[src/hw/rtl/assert_macros.svh]
// Assertion helpers shared by the RTL. Clock and reset are aclk and aresetn.
`ifndef ASSERT_MACROS_SVH
`define ASSERT_MACROS_SVH

`ifndef SYNTHESIS

// Check a property on every rising edge outside reset
`define MPC_ASSERT(label, prop, msg) \
    label: assert property (@(posedge aclk) disable iff (!aresetn) (prop)) \
        else $error(msg);

// Check that an expression never holds outside reset
`define MPC_NEVER(label, expr, msg) \
    label: assert property (@(posedge aclk) disable iff (!aresetn) !(expr)) \
        else $error(msg);

`else

`define MPC_ASSERT(label, prop, msg)
`define MPC_NEVER(label, expr, msg)

`endif

`endif

[src/hw/rtl/mpc_pkg.sv]
`default_nettype none

package mpc_pkg;

    // Number of tracked periods and their positions in every per-period vector
    localparam int NPER      = 6;
    localparam int P_TODAY     = 0;
    localparam int P_YESTERDAY = 1;
    localparam int P_WEEK      = 2;
    localparam int P_MONTH     = 3;
    localparam int P_YEAR      = 4;
    localparam int P_QUARTER   = 5;

    // Field widths
    localparam int READING_BITS = 32;
    localparam int RD_W   = 32;
    localparam int USE_W  = 33;
    localparam int DIFF_W = USE_W + 1;
    localparam int THR_W  = 16;
    localparam int YEAR_W = 12;
    localparam int DOY_W  = 9;

    // Bits of the reading field that carry the meter total
    localparam logic [RD_W-1:0] READING_MASK = (READING_BITS >= RD_W) ? '1 :
        RD_W'((64'(1) << READING_BITS) - 64'(1));

    // Configuration register indexes
    localparam int CFG_IDX_W = 3;
    localparam logic [CFG_IDX_W-1:0] CFG_WEEK_START     = 3'd0;
    localparam logic [CFG_IDX_W-1:0] CFG_QUARTER_ANCHOR = 3'd1;
    localparam logic [CFG_IDX_W-1:0] CFG_QUARTER_DAY    = 3'd2;
    localparam logic [CFG_IDX_W-1:0] CFG_THRESHOLD      = 3'd3;
    localparam logic [CFG_IDX_W-1:0] CFG_PERIOD_ENABLE  = 3'd4;

    // Register values after reset
    localparam logic [2:0]       RST_WEEK_START     = 3'd2;
    localparam logic [3:0]       RST_QUARTER_ANCHOR = 4'd1;
    localparam logic [4:0]       RST_QUARTER_DAY    = 5'd1;
    localparam logic [THR_W-1:0] RST_THRESHOLD      = 16'd10;
    localparam logic [NPER-1:0]  RST_PERIOD_ENABLE  = 6'h3f;

    // Calendar constants
    localparam int MONTHS_PER_YEAR = 12;
    localparam int YEARS_PER_CENTURY = 100;
    // floor(y / 100) as (y * RECIP) >> SHIFT, exact for any 12-bit year
    localparam int CENTURY_RECIP = 5243;
    localparam int CENTURY_SHIFT = 19;

    typedef logic signed [USE_W-1:0] use_t;

    // Word between the baseline stage and the change detector
    typedef struct packed {
        use_t [NPER-1:0] val;
        logic            rolled;
    } period_word_t;

    // Finished result word
    typedef struct packed {
        use_t [NPER-1:0] val;
        logic [NPER-1:0] mask;
        logic            rolled;
    } result_word_t;

    // Gregorian leap-year test without a divider
    function automatic logic is_leap(input logic [YEAR_W-1:0] y);
        logic [24:0]       prod;
        logic [5:0]        cent;
        logic [YEAR_W-1:0] rem;
        prod = 25'(y) * 25'(CENTURY_RECIP);
        cent = prod[24:CENTURY_SHIFT];
        rem  = y - YEAR_W'(cent) * YEAR_W'(YEARS_PER_CENTURY);
        return (y[1:0] == 2'b00) && ((rem != '0) || (cent[1:0] == 2'b00));
    endfunction

    // Month length; codes outside 1..12 count as 31 days
    function automatic logic [4:0] month_days(input logic leap, input logic [3:0] m);
        logic [4:0] len;
        unique case (m)
            4'd2:                    len = leap ? 5'd29 : 5'd28;
            4'd4, 4'd6, 4'd9, 4'd11: len = 5'd30;
            default:                 len = 5'd31;
        endcase
        return len;
    endfunction

    // True for multiples of three
    function automatic logic mod3_zero(input logic [3:0] x);
        logic z;
        case (x) inside
            4'd0, 4'd3, 4'd6, 4'd9, 4'd12, 4'd15: z = 1'b1;
            default:                              z = 1'b0;
        endcase
        return z;
    endfunction

endpackage

`default_nettype wire

[src/hw/rtl/mpc_change_detect.sv]
`default_nettype none

module mpc_change_detect (
    input  wire logic                       aclk,
    input  wire logic                       aresetn,
    input  wire logic                       in_valid,
    output logic                            in_ready,
    input  wire mpc_pkg::period_word_t      in_word,
    input  wire logic [mpc_pkg::THR_W-1:0]  threshold,
    input  wire logic [mpc_pkg::NPER-1:0]   enable,
    output logic                            out_valid,
    input  wire logic                       out_ready,
    output mpc_pkg::result_word_t           out_word
);
    import mpc_pkg::*;

    logic                            out_valid_reg;
    result_word_t                    out_word_reg;
    result_word_t                    out_word_next;
    use_t       [NPER-1:0]           last_sent_reg;
    use_t       [NPER-1:0]           last_sent_next;
    logic       [NPER-1:0]           sent_once_reg;
    logic       [NPER-1:0]           sent_once_next;
    logic                            adv;

    // Take a new word whenever the output register is free or being drained
    assign in_ready  = !out_valid_reg || out_ready;
    assign adv       = in_valid && in_ready;
    assign out_valid = out_valid_reg;
    assign out_word  = out_word_reg;

    // Compare each enabled value with the one last sent
    always_comb begin
        logic signed [DIFF_W-1:0] diff;
        logic signed [DIFF_W-1:0] thr;
        logic                     moved;
        thr = $signed({{(DIFF_W-THR_W){1'b0}}, threshold});
        out_word_next.rolled = in_word.rolled;
        last_sent_next = last_sent_reg;
        sent_once_next = sent_once_reg;
        for (int i = 0; i < NPER; i++) begin
            diff  = DIFF_W'(in_word.val[i]) - DIFF_W'(last_sent_reg[i]);
            moved = (diff > thr) || (diff < -thr);
            out_word_next.val[i]  = enable[i] ? in_word.val[i] : '0;
            out_word_next.mask[i] = enable[i] && (!sent_once_reg[i] || moved);
            if (out_word_next.mask[i]) begin
                last_sent_next[i] = in_word.val[i];
                sent_once_next[i] = 1'b1;
            end
        end
    end

    // Hold the result and the sent history
    always_ff @(posedge aclk) begin
        if (!aresetn) begin
            out_valid_reg <= 1'b0;
            sent_once_reg <= '0;
            last_sent_reg <= '0;
        end else begin
            if (adv) begin
                out_valid_reg <= 1'b1;
                sent_once_reg <= sent_once_next;
                last_sent_reg <= last_sent_next;
            end else if (out_ready) begin
                out_valid_reg <= 1'b0;
            end
        end
        if (adv) begin
            out_word_reg  <= out_word_next;
        end
    end

`include "assert_macros.svh"

    `MPC_NEVER(a_mask_disabled, out_valid_reg && ((out_word_reg.mask & ~enable) != '0), "mask bit set for a disabled period")
    `MPC_ASSERT(a_sent_after_mask, adv |=> ((sent_once_reg & $past(out_word_next.mask)) == $past(out_word_next.mask)), "flagged period not marked as sent")
    `MPC_ASSERT(a_last_sent_kept, (adv && !out_word_next.mask[P_TODAY]) |=> $stable(last_sent_reg[P_TODAY]), "last sent value moved without a flag")

endmodule

`default_nettype wire

[src/hw/rtl/meter_period_consumption_core.sv]
`default_nettype none

// Meter period consumption core. Each word on the slave stream carries a
// cumulative meter reading in 0.1 litre units and the calendar date; a word
// with reading_valid low is taken and dropped, every other word gives exactly
// one result word with the consumption of today, yesterday, the week, the
// month, the year and the quarter, a mask of the enabled periods whose value
// changed by more than change_threshold since it was last flagged (or was
// never flagged), and a day-rollover flag. The block takes one word per cycle
// while the result side does not stall it. Each taken word is captured in the
// input register, passes the baseline stage (day rollover and the six
// subtractions; the updated baselines feed the next word) and then the change
// detector with its output register. Configuration writes complete at once
// and are meant for idle periods.
module meter_period_consumption_core (
    input  wire logic         aclk,
    input  wire logic         aresetn,
    // tdata: reading[31:0], year[43:32], month[47:44], month_day[52:48],
    //        weekday[55:53], year_day[64:56], zero[71:65]
    input  wire logic [71:0]  s_tdata,
    // tuser: reading_valid[0], date_valid[1]
    input  wire logic [1:0]   s_tuser,
    input  wire logic         s_tvalid,
    output logic              s_tready,
    // tdata: today_use[32:0], yesterday_use[65:33], week_use[98:66],
    //        month_use[131:99], year_use[164:132], quarter_use[197:165],
    //        zero[199:198]
    output logic [199:0]      m_tdata,
    // tuser: changed_mask[5:0], day_rolled[6]
    output logic [6:0]        m_tuser,
    output logic              m_tvalid,
    input  wire logic         m_tready,
    input  wire logic         cfg_valid,
    output logic              cfg_ready,
    input  wire logic [mpc_pkg::CFG_IDX_W-1:0] cfg_index,
    input  wire logic [15:0]  cfg_data
);
    import mpc_pkg::*;

    // Configuration registers
    logic [2:0]       week_start_reg;
    logic [3:0]       q_anchor_reg;
    logic [4:0]       q_day_reg;
    logic [THR_W-1:0] threshold_reg;
    logic [NPER-1:0]  enable_reg;

    // Input register
    logic             s0_valid_reg;
    logic [RD_W-1:0]  s0_reading_reg;
    logic             s0_date_valid_reg;
    logic [4:0]       s0_mday_reg;
    logic [2:0]       s0_wday_reg;
    logic [DOY_W-1:0] s0_doy_reg;
    logic             s0_qstart_reg;

    // Baseline state
    logic [RD_W-1:0]  today_base_reg,     today_base_next;
    logic [RD_W-1:0]  yesterday_base_reg, yesterday_base_next;
    logic [RD_W-1:0]  week_base_reg,      week_base_next;
    logic [RD_W-1:0]  month_base_reg,     month_base_next;
    logic [RD_W-1:0]  year_base_reg,      year_base_next;
    logic [RD_W-1:0]  quarter_base_reg,   quarter_base_next;
    logic [DOY_W-1:0] stored_day_reg;

    // Baseline stage output
    logic             a_valid_reg;
    period_word_t     a_word_reg, a_word_next;
    logic             a_ready;
    logic             s0_ready;
    logic             s0_adv;
    logic             roll;
    logic             seen;
    logic             cd_in_ready;

    // Input field views
    logic [RD_W-1:0]   in_reading;
    logic [YEAR_W-1:0] in_year;
    logic [3:0]        in_month;
    logic [4:0]        in_mday;
    logic              in_qstart;

    result_word_t      res_word;

    assign in_reading = s_tdata[31:0] & READING_MASK;
    assign in_year    = s_tdata[43:32];
    assign in_month   = s_tdata[47:44];
    assign in_mday    = s_tdata[52:48];

    // Configuration writes land at once
    assign cfg_ready = 1'b1;

    always_ff @(posedge aclk) begin
        if (!aresetn) begin
            week_start_reg <= RST_WEEK_START;
            q_anchor_reg   <= RST_QUARTER_ANCHOR;
            q_day_reg      <= RST_QUARTER_DAY;
            threshold_reg  <= RST_THRESHOLD;
            enable_reg     <= RST_PERIOD_ENABLE;
        end else if (cfg_valid) begin
            unique case (cfg_index)
                CFG_WEEK_START:     week_start_reg <= cfg_data[2:0];
                CFG_QUARTER_ANCHOR: q_anchor_reg   <= cfg_data[3:0];
                CFG_QUARTER_DAY:    q_day_reg      <= cfg_data[4:0];
                CFG_THRESHOLD:      threshold_reg  <= cfg_data[THR_W-1:0];
                CFG_PERIOD_ENABLE:  enable_reg     <= cfg_data[NPER-1:0];
                default: ;
            endcase
        end
    end

    // Work out whether the incoming date is a quarter restart day
    always_comb begin
        logic [3:0]        anchor;
        logic signed [4:0] mdiff;
        logic [3:0]        mdist;
        logic [4:0]        qday;
        logic [4:0]        lim;
        anchor = ((q_anchor_reg >= 4'd1) && (q_anchor_reg <= 4'(MONTHS_PER_YEAR)))
                 ? q_anchor_reg : 4'd1;
        mdiff  = $signed({1'b0, in_month}) - $signed({1'b0, anchor});
        mdist  = (mdiff < 0) ? 4'(mdiff + 5'sd12) : mdiff[3:0];
        qday   = (q_day_reg == '0) ? 5'd1 : q_day_reg;
        lim    = month_days(is_leap(in_year), in_month);
        if (qday > lim) begin
            qday = lim;
        end
        in_qstart = mod3_zero(mdist) && (in_mday == qday);
    end

    // Pipeline flow
    assign a_ready  = !a_valid_reg || cd_in_ready;
    assign s0_ready = !s0_valid_reg || a_ready;
    assign s_tready = s0_ready;
    assign s0_adv   = s0_valid_reg && a_ready;

    // Capture the input word; drop words without a reading
    always_ff @(posedge aclk) begin
        if (!aresetn) begin
            s0_valid_reg <= 1'b0;
        end else if (s0_ready) begin
            s0_valid_reg <= s_tvalid && s_tuser[0];
        end
        if (s_tvalid && s0_ready) begin
            s0_reading_reg    <= in_reading;
            s0_date_valid_reg <= s_tuser[1];
            s0_mday_reg       <= in_mday;
            s0_wday_reg       <= s_tdata[55:53];
            s0_doy_reg        <= s_tdata[64:56];
            s0_qstart_reg     <= in_qstart;
        end
    end

    // Roll the baselines on a new day and form the six consumptions
    assign seen = (stored_day_reg != '0);
    assign roll = s0_date_valid_reg && !((s0_doy_reg == stored_day_reg) && seen);

    always_comb begin
        today_base_next     = today_base_reg;
        yesterday_base_next = yesterday_base_reg;
        week_base_next      = week_base_reg;
        month_base_next     = month_base_reg;
        year_base_next      = year_base_reg;
        quarter_base_next   = quarter_base_reg;
        if (roll) begin
            yesterday_base_next = today_base_reg;
            today_base_next     = s0_reading_reg;
            if (seen) begin
                if (s0_wday_reg == week_start_reg) week_base_next = s0_reading_reg;
                if (s0_mday_reg == 5'd1)           month_base_next = s0_reading_reg;
                if (s0_doy_reg == 9'd1)            year_base_next = s0_reading_reg;
                if (s0_qstart_reg)                 quarter_base_next = s0_reading_reg;
            end
        end
        a_word_next.rolled = roll;
        a_word_next.val[P_TODAY] =
            $signed({1'b0, s0_reading_reg}) - $signed({1'b0, today_base_next});
        a_word_next.val[P_YESTERDAY] =
            $signed({1'b0, today_base_next}) - $signed({1'b0, yesterday_base_next});
        a_word_next.val[P_WEEK] =
            $signed({1'b0, s0_reading_reg}) - $signed({1'b0, week_base_next});
        a_word_next.val[P_MONTH] =
            $signed({1'b0, s0_reading_reg}) - $signed({1'b0, month_base_next});
        a_word_next.val[P_YEAR] =
            $signed({1'b0, s0_reading_reg}) - $signed({1'b0, year_base_next});
        a_word_next.val[P_QUARTER] =
            $signed({1'b0, s0_reading_reg}) - $signed({1'b0, quarter_base_next});
    end

    always_ff @(posedge aclk) begin
        if (!aresetn) begin
            a_valid_reg        <= 1'b0;
            today_base_reg     <= '0;
            yesterday_base_reg <= '0;
            week_base_reg      <= '0;
            month_base_reg     <= '0;
            year_base_reg      <= '0;
            quarter_base_reg   <= '0;
            stored_day_reg     <= '0;
        end else begin
            if (a_ready) begin
                a_valid_reg <= s0_valid_reg;
            end
            if (s0_adv) begin
                today_base_reg     <= today_base_next;
                yesterday_base_reg <= yesterday_base_next;
                week_base_reg      <= week_base_next;
                month_base_reg     <= month_base_next;
                year_base_reg      <= year_base_next;
                quarter_base_reg   <= quarter_base_next;
                if (roll) begin
                    stored_day_reg <= s0_doy_reg;
                end
            end
        end
        if (s0_adv) begin
            a_word_reg <= a_word_next;
        end
    end

    // Change detection and output register
    mpc_change_detect u_change (
        .aclk      (aclk),
        .aresetn   (aresetn),
        .in_valid  (a_valid_reg),
        .in_ready  (cd_in_ready),
        .in_word   (a_word_reg),
        .threshold (threshold_reg),
        .enable    (enable_reg),
        .out_valid (m_tvalid),
        .out_ready (m_tready),
        .out_word  (res_word)
    );

    // Pack the result word
    always_comb begin
        m_tdata = '0;
        for (int i = 0; i < NPER; i++) begin
            m_tdata[i*USE_W +: USE_W] = res_word.val[i];
        end
        m_tuser = {res_word.rolled, res_word.mask};
    end

`include "assert_macros.svh"

    `MPC_ASSERT(a_day_stored, (s0_adv && roll) |=> (stored_day_reg == $past(s0_doy_reg)), "rolled day not stored")
    `MPC_ASSERT(a_yesterday_shift, (s0_adv && roll) |=> (yesterday_base_reg == $past(today_base_reg)), "yesterday baseline not taken from today")
    `MPC_ASSERT(a_no_roll_undated, (s0_adv && !s0_date_valid_reg) |=> ($stable(today_base_reg) && $stable(stored_day_reg)), "baseline moved without a valid date")

endmodule

`default_nettype wire

[config.mk]
export PLATFORM = sky130hd
export DESIGN_NAME = meter_period_consumption_core
export DESIGN_NICKNAME = d
export VERILOG_FILES = /design/src/hw/rtl/mpc_pkg.sv /design/src/hw/rtl/mpc_change_detect.sv /design/src/hw/rtl/meter_period_consumption_core.sv
export VERILOG_INCLUDE_DIRS = /design/src /design/src/hw/rtl
export SDC_FILE = /design/constraint.sdc
export NUM_CORES = 2
export LEC_CHECK = 0
export BUFFER_PORTS_ARGS = -buffer_cell sky130_fd_sc_hd__buf_2
export CAP_MARGIN = 20
export CORE_UTILIZATION = 45
export CTS_CLUSTER_SIZE = 30
export DETAILED_ROUTE_END_ITERATION = 7
export PLACE_DENSITY = 0.7
export SLEW_MARGIN = 10
export SYNTH_ARGS = -nofsm -noshare
export SYNTH_HDL_FRONTEND = slang
export SYNTH_HIERARCHICAL = 1
export SYNTH_SLANG_ARGS = --single-unit
[constraint.sdc]
create_clock -name aclk -period 11.51 [get_ports aclk]
set_clock_uncertainty 0.2 [all_clocks]
set_input_delay 1.7265 -clock aclk [delete_from_list [all_inputs] [get_ports aclk]]
set_output_delay 1.7265 -clock aclk [all_outputs]
set_load 0.005 [all_outputs]
==> flow_metrics.py <==
metrics = {
    "clock_tree": {
        "cts_tree": "done",
        "cts_buffers": 101,
        "cts_resized": 0,
        "clk_pin_slew_ns": 0.07,
        "insertion_delay_ns": 0.77,
        "hold_buffers": 0,
        "clock-sinks": 897,
        "ctsLongestPathBuffers": 3,
        "post-cts-setup-buffers": 0,
        "root_buffer": "clkbuf_16",
        "h-tree-depth": 3,
    },
    "route": {
        "first_pass_iters": 8,
        "routed_via_density": 5.80,
        "dr.first_iter.drc_count": 4823,
        "drc": 0,
        "postRouteAntennaNets": 0,
        "routed_wl_um": 205000,
        "num_vias": 55500,
        "post_drt_wl_per_cell_um": 21.4,
    },
    "sta": {
        "fin_tns_setup_ns": 0,
        "finalMaxSlewViolations": 0,
        "min_period_ns": 10.86,
        "worst_pin_slew_ns": 1.20,
        "timing.hold.ws_ns": 0.218,
        "max_freq_mhz": 92.1,
        "timing.final.crit_share_pct": 94.3,
        "rsz0062_at_grt": "false",
        "setup_viol": 0,
        "hold_violations": 0,
        "slew-limit-headroom_pct": 20.3,
    },
    "global_routing": {
        "grt.overflow.total": 0,
        "grt_max_degree": 214,
        "grt_usage_pct": 26.8,
        "grt_first_pass_wirelength_um": 307000,
        "grt_pass1_vias": 52300,
        "antenna_found_initial": 12,
    },
    "synth": {
        "yosys-top-cells-area": "edfxtp_1 (21%), ha_1 (15%), dfxtp_1 (13%)",
        "synth_area_mm2": 0.0663,
        "yosysMostFrequentCell": "nand2_1",
        "synth-seq-area-share_pct": 33.9,
        "synth-async-reset-ratio_pct": 0,
        "ys.flop_type": "edfxtp_1",
        "synth-edff-count": 455,
        "synth_cell_types": 117,
        "ys_seq_elements": 897,
        "syn_avg_cell_area_um2": 9.08,
        "synth_top_area_share_pct": 20.6,
        "synthTopCellsByCount": "nand2_1 (1162), ha_1 (807), inv_1 (474)",
        "synth_cells": 7307,
        "yosysWarningCount": 6,
        "yosysTopAreaCell": "edfxtp_1",
    },
    "placed_design": {
        "place_area_mm2": 0.0701,
        "place.port_buffers": 297,
        "dp_hpwl_um": 154000,
        "place.gp.congestion": 0.953,
    },
    "floorplanning": {
        "dieWidth_um": 386,
        "die-area_mm2": 0.149,
        "start_util_pct": 45.4,
        "chipHeight_um": 386,
        "io_pins": 308,
        "core_region_area_mm2": 0.146,
        "rows": 140,
    },
    "setup_path": {
        "cp-start-kind": "input port",
        "r2r-end": "u_change/last_sent_reg[69]",
        "r2r_start": "threshold_reg[3]",
        "worstPathRequired_ns": 11.82,
        "max_stage_delay_ns": 0.63,
        "critical_path_class": "in2reg",
        "cp_max_fo": 2,
        "slowest_stage": "fa_1",
        "r2r_setup_slack_ns": 4.51,
        "arrival_ns": 11.17,
        "rr_worst_depth": 18,
        "cp-end-kind": "register",
    },
    "finish": {
        "drive_above_1_share_pct": 9.24,
        "fin_nets": 8521,
        "design_area_mm2": 0.0735,
        "area_delta_synth_final_pct": 10.9,
        "largest_reg_flops": 205,
    },
    "worst_hold_path": {
        "hold_end": "u_change/out_word[0]",
        "min_path_type": "reg2reg",
        "hold_depth": 0,
        "holdCritStartpoint": "a_word_reg[0]",
    },
    "pwr": {
        "power_w": 0.0103,
        "power_leakage_nw": 30.3,
        "vdd_drop_max_mv": 0.606,
        "p_per_area_mw_per_mm2": 140,
    },
    "flow_run": {
        "maxCapViolations": 0,
    },
    "outcome": {
        "status": "finished clean",
    },
}
[metrics by stage]
step | setup WS [ns] | instances | util (%)
after global placement | -0.189 | 9369 | 48.0
after global routing | 0.0187 | 9567 | 50.4
after detailed placement | -0.191 | 9370 | 48.0
final | 0.651 | 9571 | 50.4
after CTS | 0.566 | 9562 | 50.3
after floorplan | 0.692 | 7308 | -
[power breakdown]
group | internal [W] | switching [W] | total [W]
Clock | 0.00184 | 0.00145 | 0.00329
Combinational | 0.00150 | 0.00190 | 0.00340
Sequential | 0.00349 | 0.0000941 | 0.00359
[critical path: cells and delay by family]
| family | cells | cell delay [ns] |
|---|---|---|
| xor gates and xnor gates | 3 | 0.41 |
| adders and majority gates | 12 | 4.99 |
| buffers and inverters | 8 | 0.71 |
| and+or+nand+nor | 4 | 0.80 |
| AOI/OAI and AO/OA | 14 | 2.53 |
[cell usage in the layout (no fill, tap or decap), drive strengths merged, types with 126 or more instances in the layout]
cell type  count
buf          431
a21o         173
nand2       1163
nor2         315
inv          483
a21boi       244
dfxtp        442
ha           807
xnor2        235
o21ai        265
a21oi        449
edfxtp       455
clkbuf       126
mux2i        409
and2         226
[routing by layer]
metal	vias up	wire, um	global-route usage [%]
li1	26600	-	-
met1	26600	91400	36.8
met2	1932	89600	41.8
met3	365	16000	4.73
met4	10	8160	10.6
met5	-	52	0
[worst max-delay path by stage]
stage                      startpoint       endpoint  slack (ns)
after floorplan           s_tdata[38]  s0_qstart_reg        0.69
after global placement    s_tdata[38]  s0_qstart_reg       -0.19
after detailed placement  s_tdata[38]  s0_qstart_reg       -0.19
after CTS                 s_tdata[38]  s0_qstart_reg        0.57
after global routing      s_tdata[38]  s0_qstart_reg        0.02
final                     s_tdata[38]  s0_qstart_reg        0.65
[final cells by class]
type                       instances  area (um2)
inverter                         474        1790
timing repair buffer             431        2570
tap                             1917        2400
antenna                            5        12.5
clock buffer                     126        2720
clock inverter                    66         656
sequential                       897       22500
fill                           13500       72400
multi-input combinational       5655       40900
[logic make-up (layout without fill, tap and decap cells)]
group	after synthesis	after routing	synth area share, %
AND/OR/NAND/NOR	2352	2352	16.6
AO/OA/AOI/OAI	1663	1663	16.7
flip-flops	897	897	33.9
adder cells (fa/ha/maj)	863	863	16.9
buffers and inverters	756	1097	4.74
multiplexers	413	413	6.24
XOR/XNOR	361	361	4.79
other	2	8	0.0113
(Power assumes the default switching activity.)
